`src/hw/rtl/header_length_xor_frame_parser_assert.svh`:
```
// assertion macros shared by the parser rtl
// each macro takes a label, the clock, the active-low reset and an expression
`ifndef HEADER_LENGTH_XOR_FRAME_PARSER_ASSERT_SVH
`define HEADER_LENGTH_XOR_FRAME_PARSER_ASSERT_SVH

`ifndef SYNTHESIS

// property must hold at every clock edge outside reset
`define HLXFP_ASSERT(lbl, clk, rst_n, prop) \
  lbl: assert property (@(posedge clk) disable iff (!rst_n) (prop)) \
    else $error("hlxfp assertion failed");

// condition must never be seen outside reset
`define HLXFP_ASSERT_NEVER(lbl, clk, rst_n, cond) \
  lbl: assert property (@(posedge clk) disable iff (!rst_n) !(cond)) \
    else $error("hlxfp forbidden condition seen");

`else

`define HLXFP_ASSERT(lbl, clk, rst_n, prop)
`define HLXFP_ASSERT_NEVER(lbl, clk, rst_n, cond)

`endif

`endif

```
`src/hw/rtl/hlxfp_pkg.sv`:
```
// ----------------------------------------------------------------------------
// hlxfp_pkg
// types and constants shared by the frame parser front, back and top level
// ----------------------------------------------------------------------------
package hlxfp_pkg;

  // sync header, token and reset timeout
  localparam logic [7:0] SYNC0         = 8'h55;
  localparam logic [7:0] SYNC1         = 8'h4E;
  localparam logic [7:0] SYNC2         = 8'h45;
  localparam logic [7:0] SYNC3         = 8'h52;
  localparam logic [7:0] TOKEN_CHAR    = 8'h3A;
  localparam logic [7:0] TIMEOUT_RESET = 8'd6;

  // checksum seed without the length byte
  localparam logic [7:0] SEED_XOR = SYNC0 ^ SYNC1 ^ SYNC2 ^ SYNC3 ^ TOKEN_CHAR;

  // input opcodes
  localparam logic OP_BYTE = 1'b0;
  localparam logic OP_TICK = 1'b1;

  // result kinds
  typedef enum logic [1:0] {
    KIND_PAYLOAD = 2'd0,
    KIND_GOOD    = 2'd1,
    KIND_BAD     = 2'd2
  } kind_e;

  // parser phases
  typedef enum logic [6:0] {
    PH_HUNT    = 7'b0000001,
    PH_HDR1    = 7'b0000010,
    PH_HDR2    = 7'b0000100,
    PH_HDR3    = 7'b0001000,
    PH_LEN     = 7'b0010000,
    PH_TOKEN   = 7'b0100000,
    PH_PAYLOAD = 7'b1000000
  } phase_e;

  // byte class flags worked out by the front
  typedef struct packed {
    logic is_sync0;
    logic is_sync1;
    logic is_sync2;
    logic is_sync3;
    logic is_token;
    logic is_zero;
  } class_t;

  // one queued item
  typedef struct packed {
    logic       opcode;
    logic [7:0] data;
    class_t     cls;
  } item_t;

  // one result item
  typedef struct packed {
    kind_e      kind;
    logic [7:0] data_byte;
    logic [7:0] byte_index;
    logic [7:0] frame_length;
    logic [7:0] computed_checksum;
  } result_t;

endpackage

```
`src/hw/rtl/hlxfp_front.sv`:
```
// ----------------------------------------------------------------------------
// hlxfp_front
// accepts input items, classifies received bytes and queues them for the back
// ----------------------------------------------------------------------------
`include "header_length_xor_frame_parser_assert.svh"

module hlxfp_front #(
  parameter int QueueDepth = 2
) (
  input  logic                clk_i,
  input  logic                rst_ni,
  input  logic                in_valid_i,
  output logic                in_stall_o,
  input  logic                opcode_i,
  input  logic [7:0]          rx_byte_i,
  output logic                item_valid_o,
  output hlxfp_pkg::item_t    item_o,
  input  logic                item_pop_i
);

  localparam int PtrW = (QueueDepth > 1) ? $clog2(QueueDepth) : 1;
  localparam int CntW = $clog2(QueueDepth + 1);

  hlxfp_pkg::item_t entries_q [QueueDepth];
  hlxfp_pkg::item_t in_item;
  logic [PtrW-1:0]  wr_ptr_q, wr_ptr_d;
  logic [PtrW-1:0]  rd_ptr_q, rd_ptr_d;
  logic [CntW-1:0]  count_q, count_d;
  logic             push;
  logic             pop;

  // classify the incoming byte
  always_comb begin
    in_item.opcode       = opcode_i;
    in_item.data         = rx_byte_i;
    in_item.cls.is_sync0 = (rx_byte_i == hlxfp_pkg::SYNC0);
    in_item.cls.is_sync1 = (rx_byte_i == hlxfp_pkg::SYNC1);
    in_item.cls.is_sync2 = (rx_byte_i == hlxfp_pkg::SYNC2);
    in_item.cls.is_sync3 = (rx_byte_i == hlxfp_pkg::SYNC3);
    in_item.cls.is_token = (rx_byte_i == hlxfp_pkg::TOKEN_CHAR);
    in_item.cls.is_zero  = (rx_byte_i == 8'd0);
  end

  // queue handshake
  assign in_stall_o   = (count_q == CntW'(QueueDepth));
  assign push         = in_valid_i && !in_stall_o;
  assign item_valid_o = (count_q != '0);
  assign pop          = item_pop_i && item_valid_o;
  assign item_o       = entries_q[rd_ptr_q];

  // pointer and fill count update
  always_comb begin
    wr_ptr_d = wr_ptr_q;
    rd_ptr_d = rd_ptr_q;
    count_d  = count_q;
    if (push) begin
      wr_ptr_d = (wr_ptr_q == PtrW'(QueueDepth - 1)) ? '0 : wr_ptr_q + PtrW'(1);
    end
    if (pop) begin
      rd_ptr_d = (rd_ptr_q == PtrW'(QueueDepth - 1)) ? '0 : rd_ptr_q + PtrW'(1);
    end
    if (push && !pop) begin
      count_d = count_q + CntW'(1);
    end else if (pop && !push) begin
      count_d = count_q - CntW'(1);
    end
  end

  // control registers
  always_ff @(posedge clk_i or negedge rst_ni) begin
    if (!rst_ni) begin
      wr_ptr_q <= '0;
      rd_ptr_q <= '0;
      count_q  <= '0;
    end else begin
      wr_ptr_q <= wr_ptr_d;
      rd_ptr_q <= rd_ptr_d;
      count_q  <= count_d;
    end
  end

  // queue storage
  always_ff @(posedge clk_i) begin
    if (push) begin
      entries_q[wr_ptr_q] <= in_item;
    end
  end

  `HLXFP_ASSERT(a_count_bound, clk_i, rst_ni, count_q <= CntW'(QueueDepth))
  `HLXFP_ASSERT(a_pop_needs_data, clk_i, rst_ni, item_pop_i |-> (count_q != '0))
  `HLXFP_ASSERT(a_ptrs_meet, clk_i, rst_ni,
                ((count_q == '0) || (count_q == CntW'(QueueDepth))) |-> (wr_ptr_q == rd_ptr_q))

endmodule

```
`src/hw/rtl/hlxfp_back.sv`:
```
// ----------------------------------------------------------------------------
// hlxfp_back
// frame parser state machine, timeout countdown and output register
// ----------------------------------------------------------------------------
`include "header_length_xor_frame_parser_assert.svh"

module hlxfp_back (
  input  logic                clk_i,
  input  logic                rst_ni,
  input  logic [7:0]          timeout_ticks_i,
  input  logic                item_valid_i,
  input  hlxfp_pkg::item_t    item_i,
  output logic                item_pop_o,
  output logic                out_valid_o,
  input  logic                out_stall_i,
  output hlxfp_pkg::result_t  result_o
);

  hlxfp_pkg::phase_e  phase_q, phase_d, hunt_next;
  logic [7:0]         len_q, len_d;
  logic [7:0]         left_q, left_d;
  logic [7:0]         xor_q, xor_d;
  logic [7:0]         pos_q, pos_d;
  logic [7:0]         cnt_q, cnt_d;
  logic               out_valid_q, out_valid_d;
  hlxfp_pkg::result_t res_q, res_d;
  logic               produces;
  logic               pop;
  logic               load;

  // a byte in the payload phase always yields a result
  assign produces   = (item_i.opcode == hlxfp_pkg::OP_BYTE) &&
                      (phase_q == hlxfp_pkg::PH_PAYLOAD);
  assign pop        = item_valid_i && (!produces || !out_valid_q || !out_stall_i);
  assign item_pop_o = pop;
  assign hunt_next  = item_i.cls.is_sync0 ? hlxfp_pkg::PH_HDR1 : hlxfp_pkg::PH_HUNT;

  // parser step
  always_comb begin
    phase_d = phase_q;
    len_d   = len_q;
    left_d  = left_q;
    xor_d   = xor_q;
    pos_d   = pos_q;
    cnt_d   = cnt_q;
    res_d   = res_q;
    load    = 1'b0;
    if (pop) begin
      if (item_i.opcode == hlxfp_pkg::OP_TICK) begin
        // tick counts the idle timer down
        if (cnt_q != 8'd0) begin
          cnt_d = cnt_q - 8'd1;
          if (cnt_q == 8'd1) begin
            phase_d = hlxfp_pkg::PH_HUNT;
          end
        end
      end else begin
        cnt_d = timeout_ticks_i;
        case (phase_q)
          hlxfp_pkg::PH_HUNT: begin
            phase_d = hunt_next;
          end
          hlxfp_pkg::PH_HDR1: begin
            phase_d = item_i.cls.is_sync1 ? hlxfp_pkg::PH_HDR2 : hunt_next;
          end
          hlxfp_pkg::PH_HDR2: begin
            phase_d = item_i.cls.is_sync2 ? hlxfp_pkg::PH_HDR3 : hunt_next;
          end
          hlxfp_pkg::PH_HDR3: begin
            phase_d = item_i.cls.is_sync3 ? hlxfp_pkg::PH_LEN : hunt_next;
          end
          hlxfp_pkg::PH_LEN: begin
            len_d   = item_i.data;
            phase_d = item_i.cls.is_zero ? hlxfp_pkg::PH_HUNT : hlxfp_pkg::PH_TOKEN;
          end
          hlxfp_pkg::PH_TOKEN: begin
            if (item_i.cls.is_token) begin
              phase_d = hlxfp_pkg::PH_PAYLOAD;
              xor_d   = hlxfp_pkg::SEED_XOR ^ len_q;
              left_d  = len_q;
              pos_d   = 8'd1;
            end else begin
              phase_d = hunt_next;
            end
          end
          hlxfp_pkg::PH_PAYLOAD: begin
            load = 1'b1;
            if (left_q > 8'd1) begin
              // payload byte
              xor_d                   = xor_q ^ item_i.data;
              pos_d                   = pos_q + 8'd1;
              left_d                  = left_q - 8'd1;
              res_d.kind              = hlxfp_pkg::KIND_PAYLOAD;
              res_d.data_byte         = item_i.data;
              res_d.byte_index        = pos_q;
              res_d.frame_length      = len_q;
              res_d.computed_checksum = xor_q ^ item_i.data;
            end else begin
              // checksum byte closes the frame
              left_d                  = 8'd0;
              phase_d                 = hlxfp_pkg::PH_HUNT;
              res_d.kind              = (xor_q == item_i.data) ? hlxfp_pkg::KIND_GOOD
                                                               : hlxfp_pkg::KIND_BAD;
              res_d.data_byte         = item_i.data;
              res_d.byte_index        = 8'd0;
              res_d.frame_length      = len_q;
              res_d.computed_checksum = xor_q;
            end
          end
          default: begin
            phase_d = hlxfp_pkg::PH_HUNT;
          end
        endcase
      end
    end
  end

  // output register valid
  always_comb begin
    if (load) begin
      out_valid_d = 1'b1;
    end else if (out_stall_i) begin
      out_valid_d = out_valid_q;
    end else begin
      out_valid_d = 1'b0;
    end
  end

  // parser and output control state
  always_ff @(posedge clk_i or negedge rst_ni) begin
    if (!rst_ni) begin
      phase_q     <= hlxfp_pkg::PH_HUNT;
      len_q       <= 8'd0;
      left_q      <= 8'd0;
      xor_q       <= 8'd0;
      pos_q       <= 8'd0;
      cnt_q       <= 8'd0;
      out_valid_q <= 1'b0;
    end else begin
      phase_q     <= phase_d;
      len_q       <= len_d;
      left_q      <= left_d;
      xor_q       <= xor_d;
      pos_q       <= pos_d;
      cnt_q       <= cnt_d;
      out_valid_q <= out_valid_d;
    end
  end

  // result payload
  always_ff @(posedge clk_i) begin
    if (load) begin
      res_q <= res_d;
    end
  end

  assign out_valid_o = out_valid_q;
  assign result_o    = res_q;

  `HLXFP_ASSERT(a_frame_end_hunts, clk_i, rst_ni,
                (load && (res_d.kind != hlxfp_pkg::KIND_PAYLOAD)) |=>
                (phase_q == hlxfp_pkg::PH_HUNT))
  `HLXFP_ASSERT(a_timeout_hunts, clk_i, rst_ni,
                (pop && (item_i.opcode == hlxfp_pkg::OP_TICK) && (cnt_q == 8'd1)) |=>
                (phase_q == hlxfp_pkg::PH_HUNT))
  `HLXFP_ASSERT_NEVER(a_payload_index_zero, clk_i, rst_ni,
                      out_valid_q && (res_q.kind == hlxfp_pkg::KIND_PAYLOAD) &&
                      (res_q.byte_index == 8'd0))

endmodule

```
`src/hw/rtl/header_length_xor_frame_parser.sv`:
```
// ----------------------------------------------------------------------------
// header_length_xor_frame_parser: sync header / length / xor checksum deframer
// a result passes through the queue entry written at its byte transfer and then
// the output register; throughput one item per cycle while the output is not
// stalled, set by the one-step parser
// reset clears parser state, queue and output valid; timeout returns to 6
// ----------------------------------------------------------------------------
module header_length_xor_frame_parser #(
  parameter int QueueDepth = 2
) (
  input  logic       clk_i,
  input  logic       rst_ni,
  // input items
  input  logic       in_valid_i,
  output logic       in_stall_o,
  input  logic       opcode_i,
  input  logic [7:0] rx_byte_i,
  // result items
  output logic       out_valid_o,
  input  logic       out_stall_i,
  output logic [1:0] kind_o,
  output logic [7:0] data_byte_o,
  output logic [7:0] byte_index_o,
  output logic [7:0] frame_length_o,
  output logic [7:0] computed_checksum_o,
  // timeout register write
  input  logic       cfg_valid_i,
  output logic       cfg_ready_o,
  input  logic [7:0] cfg_timeout_ticks_i
);

  logic               item_valid;
  hlxfp_pkg::item_t   item;
  logic               item_pop;
  hlxfp_pkg::result_t result;
  logic [7:0]         timeout_q;

  // timeout register, always ready for a transfer
  assign cfg_ready_o = 1'b1;

  always_ff @(posedge clk_i or negedge rst_ni) begin
    if (!rst_ni) begin
      timeout_q <= hlxfp_pkg::TIMEOUT_RESET;
    end else if (cfg_valid_i && cfg_ready_o) begin
      timeout_q <= cfg_timeout_ticks_i;
    end
  end

  // front: accept, classify, queue
  hlxfp_front #(
    .QueueDepth (QueueDepth)
  ) u_front (
    .clk_i        (clk_i),
    .rst_ni       (rst_ni),
    .in_valid_i   (in_valid_i),
    .in_stall_o   (in_stall_o),
    .opcode_i     (opcode_i),
    .rx_byte_i    (rx_byte_i),
    .item_valid_o (item_valid),
    .item_o       (item),
    .item_pop_i   (item_pop)
  );

  // back: parse and emit results
  hlxfp_back u_back (
    .clk_i           (clk_i),
    .rst_ni          (rst_ni),
    .timeout_ticks_i (timeout_q),
    .item_valid_i    (item_valid),
    .item_i          (item),
    .item_pop_o      (item_pop),
    .out_valid_o     (out_valid_o),
    .out_stall_i     (out_stall_i),
    .result_o        (result)
  );

  // result fields
  assign kind_o              = result.kind;
  assign data_byte_o         = result.data_byte;
  assign byte_index_o        = result.byte_index;
  assign frame_length_o      = result.frame_length;
  assign computed_checksum_o = result.computed_checksum;

endmodule

```
`config.mk`:
```
export PLATFORM = sky130hd
export DESIGN_NAME = header_length_xor_frame_parser
export DESIGN_NICKNAME = d
export VERILOG_FILES = /design/src/hw/rtl/hlxfp_pkg.sv /design/src/hw/rtl/hlxfp_front.sv /design/src/hw/rtl/hlxfp_back.sv /design/src/hw/rtl/header_length_xor_frame_parser.sv
export VERILOG_INCLUDE_DIRS = /design/src /design/src/hw/rtl
export SDC_FILE = /design/constraint.sdc
export NUM_CORES = 1
export LEC_CHECK = 0
export BUFFER_PORTS_ARGS = -buffer_cell sky130_fd_sc_hd__buf_2
export CAP_MARGIN = 20
export CORE_MARGIN = 2
export CORE_UTILIZATION = 34
export CTS_CLUSTER_DIAMETER = 100
export CTS_CLUSTER_SIZE = 8
export DETAILED_ROUTE_END_ITERATION = 7
export PLACE_DENSITY = 0.59
export SLEW_MARGIN = 25
export SYNTH_ARGS = -nofsm -noshare
export SYNTH_HDL_FRONTEND = slang
export SYNTH_HIERARCHICAL = 1
export SYNTH_SLANG_ARGS = --single-unit
```
`constraint.sdc`:
```
create_clock -name clk_i -period 4.7 [get_ports clk_i]
set_clock_uncertainty 0.05 [all_clocks]
set_input_delay 0.47 -clock clk_i [delete_from_list [all_inputs] [get_ports clk_i]]
set_output_delay 0.47 -clock clk_i [all_outputs]
set_load 0.02 [all_outputs]
```
==> tab_implementation.tex, run 1 <==
\begin{tabular}{lr}
\hline
Metric & Value \\
\hline
\multicolumn{2}{l}{\textbf{Logic synthesis}} \\
\quad Mux share of post-synthesis cell area & between 7 and 8\% \\
\quad Post-Synthesis Net Count & $\sim$520 \\
\quad Area leader, netlist & edfxtp\_1 \\
\quad Mapped Cells & 491 \\
\quad Xor/xnor share of the synthesized area & under 10\% \\
\quad Leading cell types by count after synthesis & edfxtp\_1, dfrtp\_1, nand2\_1 \\
\quad Area fraction in compound gates after synthesis & between 10\% and 20\% \\
\quad Cell types occupying the most area after synthesis & edfxtp\_1, dfrtp\_1, mux2\_4 \\
\quad Synth async-reset ratio & 48.4\% \\
\quad Commonest register cell after synthesis & edfxtp\_1 \\
\quad Dominant combinational cell family by area after synthesis & simple AND/OR/NAND/NOR gates \\
\quad Simple-Gate Fraction of Synth Area & 14.6\% \\
\quad Count of synthesis-stage warnings from yosys & 6 \\
\quad Number of distinct standard cells referenced by the synthesized netlist & 74 \\
\quad Number of synthesized flops with an enable pin & 64 \\
\quad Total of flip-flops plus latches after synthesis & between 100 and 150 \\
\quad Most frequent cell after synthesis & edfxtp\_1 \\
\quad Average cell area after synthesis & between 10 and 15 sq um \\
\quad Portion of synthesized cell area occupied by the leading cell type & $\sim$32\% \\
\quad Adder-cell share of the synthesized area & 1.25\% \\
\quad Sequential element share of the synthesized area & 57.3\% \\
\quad Netlist area before placement & 5980 sq um \\
\multicolumn{2}{l}{\textbf{Critical path}} \\
\quad Category of the worst setup path capture point & flop \\
\quad Launching element type of the critical path & flop \\
\quad Worst-path fanout max & 16 \\
\quad Critical path startpoint & u\_front/rd\_ptr\_q \\
\quad Req. time, crit path & 4.98 ns \\
\quad Startpoint-to-endpoint class of the critical path & reg2reg \\
\quad Arrival time at the worst endpoint & approximately 3.1 ns \\
\quad Worst flop-to-flop path startpoint & u\_front/rd\_ptr\_q \\
\multicolumn{2}{l}{\textbf{Floorplan}} \\
\quad Top-level I/O count & a little under 60 \\
\quad Die outline height & approximately 140 um \\
\quad Core footprint & between 15000 and 20000 sq um \\
\quad Num rows & 48 \\
\quad Die outline width & approximately 140 um \\
\quad Initial Util & between 30\% and 40\% \\
\quad Area of the die & $\sim$19000 sq um \\
\multicolumn{2}{l}{\textbf{Drt}} \\
\quad Initial DRC count & between 200 and 300 \\
\quad Routed wire length & $\sim$12 mm \\
\quad Vias post-DR & roughly 4.0k \\
\quad Top routing layer in use & met4 \\
\quad Length of routed met3 wiring & 600 um \\
\quad Routed vias/inst & 5.13 \\
\quad Final routed DRC violation total & 0 \\
\quad Detailed route wirelength on metal2 & between 5 and 6 mm \\
\quad Metal-1 WL & around 5.6 mm \\
\quad Final ANT Viol Nets & 0 \\
\quad Routed wire per std cell & 15.4 um \\
\quad Drt pass-1 iters & 4 \\
\multicolumn{2}{l}{\textbf{Global routing}} \\
\quad First-pass GRT wire length & roughly 20 mm \\
\quad Maximum number of pins on one net before global-route repair & 61 \\
\quad Total track usage & around 14\% \\
\quad Leftover overflow at the end of global routing & 0 \\
\quad Initial antenna violation count & 0 \\
\quad Vias in the first global route & between 3k and 4k \\
\multicolumn{2}{l}{\textbf{Final layout}} \\
\quad Final cell count without fillers & between 700 and 800 \\
\quad Fraction of final layout cells sized beyond drive strength 1 & a little over a quarter \\
\quad Area growth, synth to finish & 17.4\% \\
\quad Utilization after layout & around two fifths \\
\quad \# diodes & 0 \\
\quad Area occupied by multi-input gates & around 2300 sq um \\
\quad FF/Latch Area & between 3000 and 4000 sq um \\
\quad Net count, final & 576 \\
\quad Filler cells & roughly 1.6k \\
\quad Cell area after layout & between 7000 and 8000 sq um \\
\multicolumn{2}{l}{\textbf{Clocking}} \\
\quad CTS-repair resized insts & 0 \\
\quad Clock latency at the later pin of the worst-skew pair & 0.42 ns \\
\quad Sinks on Clock Net & between 100 and 150 \\
\quad Postcts setup bufs & 0 \\
\quad Clock slew seen by the registers of the worst setup and hold paths & around 0.060 ns \\
\quad Max clock buf depth & 2 \\
\quad Root buffer selected by CTS & clkbuf\_16 \\
\quad Clock tree from TritonCTS & built \\
\quad \# H-tree levels & 4 \\
\quad Number of buffers inserted during clock tree synthesis & 17 \\
\quad Hold Buf Count CTS & 0 \\
\multicolumn{2}{l}{\textbf{STA}} \\
\quad Final TNS setup & 0 ns \\
\quad Fin worst setup slack & 1.85 ns \\
\quad Setup repair after global routing missed its margin & no \\
\quad Relative slew margins & between 40\% and 50\% \\
\quad Count of endpoints failing setup in the final report & 0 \\
\quad Final period demand of the worst path & approximately 2.9 ns \\
\quad Final-report max-slew violation count & 0 \\
\quad Hold Worst Slack & between 0.15 and 0.2 ns \\
\quad Maximum achievable frequency & around 350 MHz \\
\quad Least-Margin Pin Slew & just under 0.8 ns \\
\quad Number of hold violations in the final report & 0 \\
\quad Tcrit/Tclk final & approximately three fifths \\
\multicolumn{2}{l}{\textbf{Pwr}} \\
\quad Power density over cell area & approximately 500 nW/um\^{}2 \\
\quad Switching part of the total power & 28.7\% \\
\quad Relative contribution of combinational cells to total power & between 20\% and 30\% \\
\quad Internal portion of total power & 2.54 mW \\
\quad Design Power & $\sim$3.6 mW \\
\quad Max VDD drop & around 0.30 mV \\
\quad Part of the power in the clock network & roughly 38\% \\
\quad Power spent charging and discharging nets & 1.02 mW \\
\quad P\_leak & roughly 2.8 nW \\
\quad Reg power frac & about two fifths \\
\multicolumn{2}{l}{\textbf{Job}} \\
\quad Max-Cap Viols & 0 \\
\multicolumn{2}{l}{\textbf{Place}} \\
\quad Placer's final routability congestion estimate & 0.763 \\
\quad Placed cell area & 6410 sq um \\
\quad Placed Cells incl. Taps & roughly 750 \\
\quad Final HPWL from detailed placement & 8.48 mm \\
\quad Port buffer count & between 50 and 60 \\
\quad Worst-case setup slack after placement & about 1.9 ns \\
\multicolumn{2}{l}{\textbf{Run status}} \\
\quad Outcome & finished clean \\
\multicolumn{2}{l}{\textbf{Min path}} \\
\quad Hold Path Class & in2async \\
\hline
\end{tabular}
## critical path, cell delays in order, from the launching register on
cell	delay, ns
dfrtp_1	0.32
buf_4	0.26
mux2_2	0.50
nor2_1	0.39
nand3_1	0.55
buf_4	0.37
a21oi_1	0.12
a2bb2oi_1	0.19
## logic make-up (layout without fill, tap and decap cells)
family	after synthesis	count (layout)
AOI/OAI and AO/OA	109	109
xor gates and xnor gates	22	22
adders and majority gates	6	6
muxes	36	36
and+or+nand+nor	155	155
DFF	124	124
other	1	1
buffers and inverters	38	108
## area by class of cell
class / instances / share of cell area, %
Timing Repair Buffer: 64 / 4.81
Sequential cell: 124 / 48.8
Tap cell: 225 / 4.01
Multi-Input combinational cell: 329 / 33.0
Clock buffer: 21 / 6.27
Inverter: 12 / 0.642
Clock inverter: 11 / 2.41
## layout by cell type (no fill, tap or decap), types with 4 or more instances in the layout
master,n
a21oi_1,24
a2bb2oi_1,7
and2_1,10
buf_2,57
buf_4,7
bufinv_16,4
clkbuf_1,4
clkbuf_16,17
dfrtp_1,57
edfxtp_1,64
ha_1,6
inv_1,12
mux2_2,14
mux2_4,17
mux2i_1,5
nand2_1,48
nand3_1,11
nand4_1,9
nor2_1,21
nor3_1,11
o211ai_1,6
o21ai_0,39
o221a_2,4
o22ai_1,4
xnor2_1,19
## metal layers
metal  global-route usage (%)  vias to the layer above
li1                         -                     1940
met1                     17.9                     1963
met5                        0                        -
met3                     3.56                       17
met4                     5.96                        0
met2                     21.8                      111
## power groups by stage
stage                     clock network (mW)  registers (mW)  logic [mW]
after global placement                     0            1.41       0.814
after global routing                    1.42            1.42       0.924
after CTS                               1.37            1.40       0.839
after detailed placement                   0            1.42       0.835
after floorplan                            0            1.38       0.689
final                                   1.34            1.40       0.827
## final timing paths
path                                            end  cells after the start  slack, ns
min reg2reg                      u_back/result_o[9]                      0       0.44
min                                 u_back/len_q[0]                      2       0.16
max in group asynchronous         u_back/phase_q[6]                      2       3.91
max                                 u_back/xor_q[0]                      7       1.85
max reg2reg                         u_back/xor_q[0]                      7       1.85
min in group clk_i         u_front/entries_q[1][14]                      1       0.21
## registers in the layout, indices dropped and copies added (netlist names)
signal / flops
u_back/len_q: 8
u_front/entries_q: 30
u_back/pos_q: 8
u_back/cnt_q: 8
u_back/phase_q: 7
u_back/left_q: 8
u_front/rd_ptr_q: 1
u_front/count_q: 2
u_front/wr_ptr_q: 1
u_back/result_o: 34
timeout_q: 8
u_back/xor_q: 8
u_back/out_valid_o: 1
Note: power is estimated with default switching activity, not from simulation.
==> run 2: changes to the inputs <==
clock period = 2.8 ns   (was 4.7 ns; I/O delays follow)
==> run 2 against run 1 <==
Net effect: worst setup slack worse by 1.4 ns; worst hold slack worse by 0.11 ns; flip-flop and latch count stayed put; total power is 68% higher.
==> tab_implementation.tex, run 2 (synthesis results as in run 1) <==
\begin{tabular}{lr}
\hline
Metric & Value \\
\hline
\multicolumn{2}{l}{\textbf{Clocking}} \\
\quad Postcts setup bufs & 0 \\
\quad \# H-tree levels & 4 \\
\quad CTS-repair resized insts & 0 \\
\quad Clock latency at the later pin of the worst-skew pair & slightly above 0.4 ns \\
\quad Clock slew seen by the registers of the worst setup and hold paths & about 0.05 ns \\
\quad Sinks on Clock Net & about 120 \\
\quad Clock tree from TritonCTS & built \\
\quad Root buffer selected by CTS & clkbuf\_16 \\
\quad Max clock buf depth & 2 \\
\quad Number of buffers inserted during clock tree synthesis & 17 \\
\multicolumn{2}{l}{\textbf{STA}} \\
\quad Final TNS setup & 0 ns \\
\quad Maximum achievable frequency & between 400 and 500 MHz \\
\quad Fin worst setup slack & approximately 0.42 ns \\
\quad Count of endpoints failing setup in the final report & 0 \\
\quad Setup repair after global routing missed its margin & no \\
\quad Relative slew margins & roughly 46\% \\
\quad Final period demand of the worst path & between 2 and 2.5 ns \\
\quad Final-report max-slew violation count & 0 \\
\quad Number of hold violations in the final report & 0 \\
\quad Least-Margin Pin Slew & 0.803 ns \\
\quad Tcrit/Tclk final & approximately 85\% \\
\multicolumn{2}{l}{\textbf{Final layout}} \\
\quad Commonest cells after routing, fill and taps aside & edfxtp\_1, buf\_2, dfrtp\_1 \\
\quad \# diodes & 0 \\
\quad Fraction of final layout cells sized beyond drive strength 1 & 27.5\% \\
\quad Net count, final & about 590 \\
\quad Most common cell after layout, fill and taps aside & edfxtp\_1 \\
\quad Max reg flops & 34 \\
\quad Area growth, synth to finish & 18.5\% \\
\quad Filler cells & 1649 \\
\multicolumn{2}{l}{\textbf{Global routing}} \\
\quad Routing usage on met2 & between 20 and 25\% \\
\quad Vias in the first global route & about 4.0k \\
\quad First-pass GRT wire length & 20.3 mm \\
\quad Maximum number of pins on one net before global-route repair & 35 \\
\quad Initial antenna violation count & 0 \\
\quad Total track usage & 14.2\% \\
\quad Met3 Usage GRT & between 3 and 4\% \\
\quad Met1 track demand over resource in global routing & roughly 18\% \\
\quad Leftover overflow at the end of global routing & 0 \\
\quad Most heavily used metal layer in global routing & met2 \\
\multicolumn{2}{l}{\textbf{Drt}} \\
\quad Routed wire length & about 12 mm \\
\quad Drt pass-1 iters & 4 \\
\quad Final routed DRC violation total & 0 \\
\quad Routed vias/inst & around 5.1 \\
\quad Initial DRC count & 350 \\
\quad Vias post-DR & roughly 4.0k \\
\quad Final ANT Viol Nets & 0 \\
\quad Routed wire per std cell & 15.5 um \\
\multicolumn{2}{l}{\textbf{Critical path}} \\
\quad Buffers and inverters on the worst path & 1 \\
\quad Delay contributed by the slowest stage of the critical path & roughly 0.5 ns \\
\quad Cell Chain, Critical Path & inv\_1, ha\_1, nor2\_1, nand3b\_1, o21ai\_0, nand2\_1, o41ai\_1 \\
\quad Slowest CP cell & nand3b\_1 \\
\quad Startpoint-to-endpoint class of the critical path & reg2reg \\
\quad Req. time, crit path & just over 3 ns \\
\quad Launching element type of the critical path & flop \\
\quad Arrival time at the worst endpoint & approximately 2.6 ns \\
\quad Worst path top cell family by delay & compound AO/OA/AOI/OAI gates \\
\quad Category of the worst setup path capture point & flop \\
\quad Worst-path fanout max & 14 \\
\multicolumn{2}{l}{\textbf{Floorplan}} \\
\quad Area of the die & 18700 sq um \\
\quad Num rows & 48 \\
\quad Die outline width & 137 um \\
\quad Initial Util & roughly a third \\
\quad Top-level I/O count & just under 60 \\
\quad Core footprint & 17200 sq um \\
\quad Die outline height & approximately 140 um \\
\multicolumn{2}{l}{\textbf{Place}} \\
\quad Port buffer count & 57 \\
\quad Worst-case setup slack after placement & 0.340 ns \\
\quad Placer's final routability congestion estimate & approximately 0.86 \\
\quad Final HPWL from detailed placement & about 8.6 mm \\
\multicolumn{2}{l}{\textbf{Min path}} \\
\quad Hold Path Class & in2reg \\
\multicolumn{2}{l}{\textbf{Run status}} \\
\quad Outcome & finished clean \\
\multicolumn{2}{l}{\textbf{Pwr}} \\
\quad P\_leak & roughly 2.9 nW \\
\quad Max VDD drop & between 0.4 and 0.5 mV \\
\quad Power density over cell area & 845 nW/um\^{}2 \\
\multicolumn{2}{l}{\textbf{Job}} \\
\quad Max-Cap Viols & 0 \\
\hline
\end{tabular}
-- run 2: cell count changes in the layout (fill, tap and decap cells not counted), sizes merged --
cell	change
buf	+7
clkbuf	-1
clkinv	+2
clkinvlp	-1
dlygate4sd3	+2
-- run 2: final timing paths --
kind	start	to	slack, ns	cells after the start
worst max-delay path	u_back/left_q[1]	u_back/phase_q[2]	0.42	7
worst min-delay path	cfg_timeout_ticks_i[6]	timeout_q[6]	0.05	2
worst max register to register	u_back/left_q[1]	u_back/phase_q[2]	0.42	7
worst min register to register	u_back/len_q[1]	u_back/result_o[9]	0.43	0
max in group asynchronous	rst_ni	timeout_q[2]	1.45	3
min in group asynchronous	rst_ni	u_back/len_q[1]	0.45	2
-- run 2: final cells by class --
cell class / count / area (sq um) / share of cell area [%]
Inverter: 12 / 45.0 / 0.635
Timing Repair Buffer: 73 / 410 / 5.79
Clock buffer: 20 / 437 / 6.16
Multi-Input combinational cell: 329 / 2320 / 32.7
Sequential cell: 124 / 3430 / 48.3
Tap cell: 225 / 282 / 3.97
Clock inverter: 12 / 170 / 2.40
-- run 2: stage by stage --
stage	cell area, sq um	utilization [%]	instances	power (mW)	hold slack, ns
6_report	7090	41.1	795	5.99	0.0478
3_3_place_gp	6460	37.5	761	3.75	0.353
2_1_floorplan	5980	-	491	3.48	-0.0656
4_1_cts	7080	41.1	795	6.05	0.0316
5_1_grt	7090	41.1	795	6.32	0.0374
3_5_place_dp	6460	37.5	761	3.78	0.360
-- run 2: routing by layer --
metal	wire length [um]	share of wire, %
met1	5600	45
met2	5950	48
met4	211	1.7
met3	585	4.7
met5	0	0
-- run 2: timing repair --
item | 4_1_cts | 5_1_grt
hold buffers | 2 | 0
endpoints found under the setup margin | 0 | 0
endpoints found under the hold margin | 31 | 0
-- run 2: report_power, final --
group	leakage [nW]	internal (mW)	total [mW]	switching, mW
clock	0.289	1.48	2.24	0.763
combinational	1.24	0.610	1.40	0.786
sequential	1.36	2.19	2.35	0.161
==> run 3: changes to the inputs <==
ABC_AREA = 1   (was default)
PLACE_DENSITY = 0.61   (was 0.59)
clock period = 1.9 ns   (was 2.8 ns; I/O delays follow)
==> run 3 against run 2 <==
Net effect: area after synthesis down 0.15%; wire length up 9.5%; synthesized cell count up 34%; first-iteration DRC count down 16%; critical path depth up 2; register-to-register slack worse by 0.36 ns; critical path type unchanged; critical endpoint is now u_back/result_o[28].
==> tab_implementation.tex, run 3 <==
\begin{tabular}{lr}
\hline
Metric & Value \\
\hline
\multicolumn{2}{l}{\textbf{Run status}} \\
\quad Outcome & finished clean \\
\multicolumn{2}{l}{\textbf{Clocking}} \\
\quad Clock tree from TritonCTS & built \\
\quad \# H-tree levels & 4 \\
\quad Max clock buf depth & 2 \\
\quad Clock latency at the later pin of the worst-skew pair & a little over 0.4 ns \\
\quad Clock slew seen by the registers of the worst setup and hold paths & $\sim$0.060 ns \\
\quad Root buffer selected by CTS & clkbuf\_16 \\
\quad Sinks on Clock Net & approximately 120 \\
\quad Number of buffers inserted during clock tree synthesis & 17 \\
\multicolumn{2}{l}{\textbf{Final layout}} \\
\quad Max reg flops & 34 \\
\quad \# diodes & 0 \\
\quad Most common cell after layout, fill and taps aside & nand2\_1 \\
\quad Net count, final & $\sim$800 \\
\quad Cell area after layout & between 7000 and 8000 sq um \\
\quad Area growth, synth to finish & 27.5\% \\
\quad Utilization after layout & between 40\% and 50\% \\
\quad Fraction of final layout cells sized beyond drive strength 1 & between 20\% and 30\% \\
\quad Commonest cells after routing, fill and taps aside & nand2\_1, edfxtp\_1, nor2\_1 \\
\quad Final cell count without fillers & a little over 1k \\
\multicolumn{2}{l}{\textbf{Floorplan}} \\
\quad Core footprint & approximately 17000 sq um \\
\quad Die outline width & roughly 140 um \\
\quad Num rows & 48 \\
\quad Die outline height & 137 um \\
\quad Area of the die & between 15000 and 20000 sq um \\
\quad Initial Util & around 35\% \\
\quad Top-level I/O count & 59 \\
\multicolumn{2}{l}{\textbf{Global routing}} \\
\quad Leftover overflow at the end of global routing & 0 \\
\quad Vias in the first global route & roughly 4.6k \\
\quad Total track usage & about 16\% \\
\quad Maximum number of pins on one net before global-route repair & 45 \\
\quad First-pass GRT wire length & 22.7 mm \\
\quad Initial antenna violation count & 0 \\
\multicolumn{2}{l}{\textbf{Critical path}} \\
\quad Delay contributed by the slowest stage of the critical path & $\sim$0.44 ns \\
\quad Worst flop-to-flop path startpoint & u\_back/phase\_q[3] \\
\quad Worst reg-to-reg setup slack & roughly 0.065 ns \\
\quad Arrival time at the worst endpoint & approximately 1.9 ns \\
\quad R2R Path End & u\_back/result\_o[28] \\
\quad Worst path top cell family by delay & simple AND/OR/NAND/NOR gates \\
\quad Launching element type of the critical path & flop \\
\quad Category of the worst setup path capture point & flop \\
\quad Worst-path fanout max & 34 \\
\quad Cell type with the highest occurrence count on the critical path & nand3\_4 \\
\quad Number of cells traversed by the worst register-to-register path & 9 \\
\quad Cell Chain, Critical Path & nor2\_4, nand2\_4, nor2\_8, nand3\_4, nand3\_4, inv\_2, nand2\_2, clkinvlp\_4, buf\_12 \\
\quad Req. time, crit path & around 2 ns \\
\quad Startpoint-to-endpoint class of the critical path & reg2reg \\
\quad Buffers and inverters on the worst path & 3 \\
\quad Slowest CP cell & dfrtp\_2 \\
\multicolumn{2}{l}{\textbf{Drt}} \\
\quad Initial DRC count & 293 \\
\quad Drt pass-1 iters & 4 \\
\quad Final ANT Viol Nets & 0 \\
\quad Routed wire per std cell & 13.4 um \\
\quad Routed wire length & around 14 mm \\
\quad Routed vias/inst & $\sim$4.7 \\
\quad Vias post-DR & $\sim$4.7k \\
\quad Final routed DRC violation total & 0 \\
\multicolumn{2}{l}{\textbf{Logic synthesis}} \\
\quad Netlist area before placement & 5970 sq um \\
\quad Leading cell types by count after synthesis & nand2\_1, edfxtp\_1, nor2\_1 \\
\quad Number of synthesized flops with an enable pin & 64 \\
\quad Sequential element share of the synthesized area & a little under three fifths \\
\quad Most frequent cell after synthesis & nand2\_1 \\
\quad Synth async-reset ratio & 48.4\% \\
\quad Count of synthesis-stage warnings from yosys & 6 \\
\quad Cell types occupying the most area after synthesis & edfxtp\_1, dfrtp\_1, nand2\_1 \\
\quad Number of distinct standard cells referenced by the synthesized netlist & 35 \\
\quad Commonest register cell after synthesis & edfxtp\_1 \\
\quad Total of flip-flops plus latches after synthesis & between 100 and 150 \\
\quad Mapped Cells & between 600 and 700 \\
\quad Post-Synthesis Net Count & about 700 \\
\quad Area leader, netlist & edfxtp\_1 \\
\quad Average cell area after synthesis & approximately 9.1 sq um \\
\quad Portion of synthesized cell area occupied by the leading cell type & between 30\% and 40\% \\
\multicolumn{2}{l}{\textbf{STA}} \\
\quad Tcrit/Tclk final & between 90 and 100\% \\
\quad Final-report max-slew violation count & 0 \\
\quad Hold Worst Slack & approximately 0.028 ns \\
\quad Count of endpoints failing setup in the final report & 0 \\
\quad Fin worst setup slack & $\sim$0.065 ns \\
\quad Final period demand of the worst path & 1.83 ns \\
\quad Number of hold violations in the final report & 0 \\
\quad Final TNS setup & 0 ns \\
\quad Maximum achievable frequency & 545 MHz \\
\multicolumn{2}{l}{\textbf{Place}} \\
\quad Placed Cells incl. Taps & about 950 \\
\quad Port buffer count & between 50 and 60 \\
\quad Placer's final routability congestion estimate & around 0.85 \\
\quad Worst-case setup slack after placement & -0.0377 ns \\
\quad Final HPWL from detailed placement & 9.36 mm \\
\quad Placed cell area & between 6000 and 7000 sq um \\
\multicolumn{2}{l}{\textbf{Pwr}} \\
\quad Power spent charging and discharging nets & 3.50 mW \\
\quad Relative contribution of combinational cells to total power & a little under a third \\
\quad Part of the power in the clock network & 31.3\% \\
\quad P\_leak & around 3.4 nW \\
\quad Switching part of the total power & between 30\% and 40\% \\
\quad Design Power & 9.96 mW \\
\quad Max VDD drop & just over 0.7 mV \\
\quad Reg power frac & a little under two fifths \\
\quad Power density over cell area & $\sim$1300 nW/um\^{}2 \\
\quad Internal portion of total power & 6.46 mW \\
\multicolumn{2}{l}{\textbf{Min path}} \\
\quad Hold Path Sink & timeout\_q[7] \\
\quad Hold Path Class & in2reg \\
\quad Launch instance of the worst min-delay path & cfg\_valid\_i \\
\quad Instance count along the most critical hold path & 3 \\
\multicolumn{2}{l}{\textbf{Job}} \\
\quad Max-Cap Viols & 0 \\
\hline
\end{tabular}
run 3: final cells by class:
class	count	area, sq um
repair buffers	109	790
inverters	57	228
flip-flops and latches	124	3430
fillers	1663	9620
well taps	225	282
clock buffers	18	429
clock inverters	14	145
multi-input cells	464	2310
run 3: power groups by stage:
| stage | clock (mW) | sequential (mW) | combinational (mW) |
|---|---|---|---|
| after floorplan | 0 | 3.61 | 2.14 |
| after global placement | 0 | 3.69 | 2.95 |
| after detailed placement | 0 | 3.70 | 2.98 |
| after CTS | 3.19 | 3.66 | 3.04 |
| after global routing | 3.29 | 3.73 | 3.61 |
| final | 3.12 | 3.67 | 3.17 |
run 3: worst reg2reg max path: stages (launching register included):
cell        delay (ns)
dfrtp_2           0.44
nor2_4            0.17
nand2_4           0.09
nor2_8            0.16
nand3_4           0.11
nand3_4           0.10
inv_2             0.07
nand2_2           0.09
clkinvlp_4        0.10
buf_12            0.17
run 3: timing repair:
action,in CTS,in global routing
hold buffers,21,0
pin swaps,0,7
endpoints found under the setup margin,8,78
resized for setup,3,20
endpoints found under the hold margin,43,0
setup buffers,0,6
run 3: cells by family after synthesis:
| logic type | Yosys count | synth area share, % |
|---|---|---|
| adder cells (fa/ha/maj) | 6 | 1.26 |
| AND/OR/NAND/NOR | 374 | 27.3 |
| other | 1 | 0.0628 |
| flip-flops | 124 | 57.4 |
| multiplexers | 1 | 0.168 |
| XOR/XNOR | 22 | 3.23 |
| buffers and inverters | 72 | 5.40 |
| AO/OA/AOI/OAI | 60 | 5.19 |
run 3: per-layer routing:
metal | track usage (%) | part of all wire, %
met1 | 19.9 | 45
met5 | 0 | 0
met4 | 6.08 | 1.5
met3 | 3.70 | 4.3
met2 | 26.3 | 49
run 3: worst max path at each step:
stage | from | depth (start not counted) | to | slack, ns
2_1_floorplan | u_back/phase_q[2] | 8 | u_back/result_o[0] | -0.12
4_1_cts | u_back/left_q[0] | 9 | u_back/phase_q[3] | 0.009
3_5_place_dp | u_back/left_q[0] | 9 | u_back/phase_q[3] | -0.04
3_3_place_gp | u_back/left_q[0] | 9 | u_back/phase_q[3] | -0.01
6_report | u_back/phase_q[3] | 9 | u_back/result_o[28] | 0.07
5_1_grt | u_back/phase_q[3] | 12 | u_front/count_q[1] | -0.01
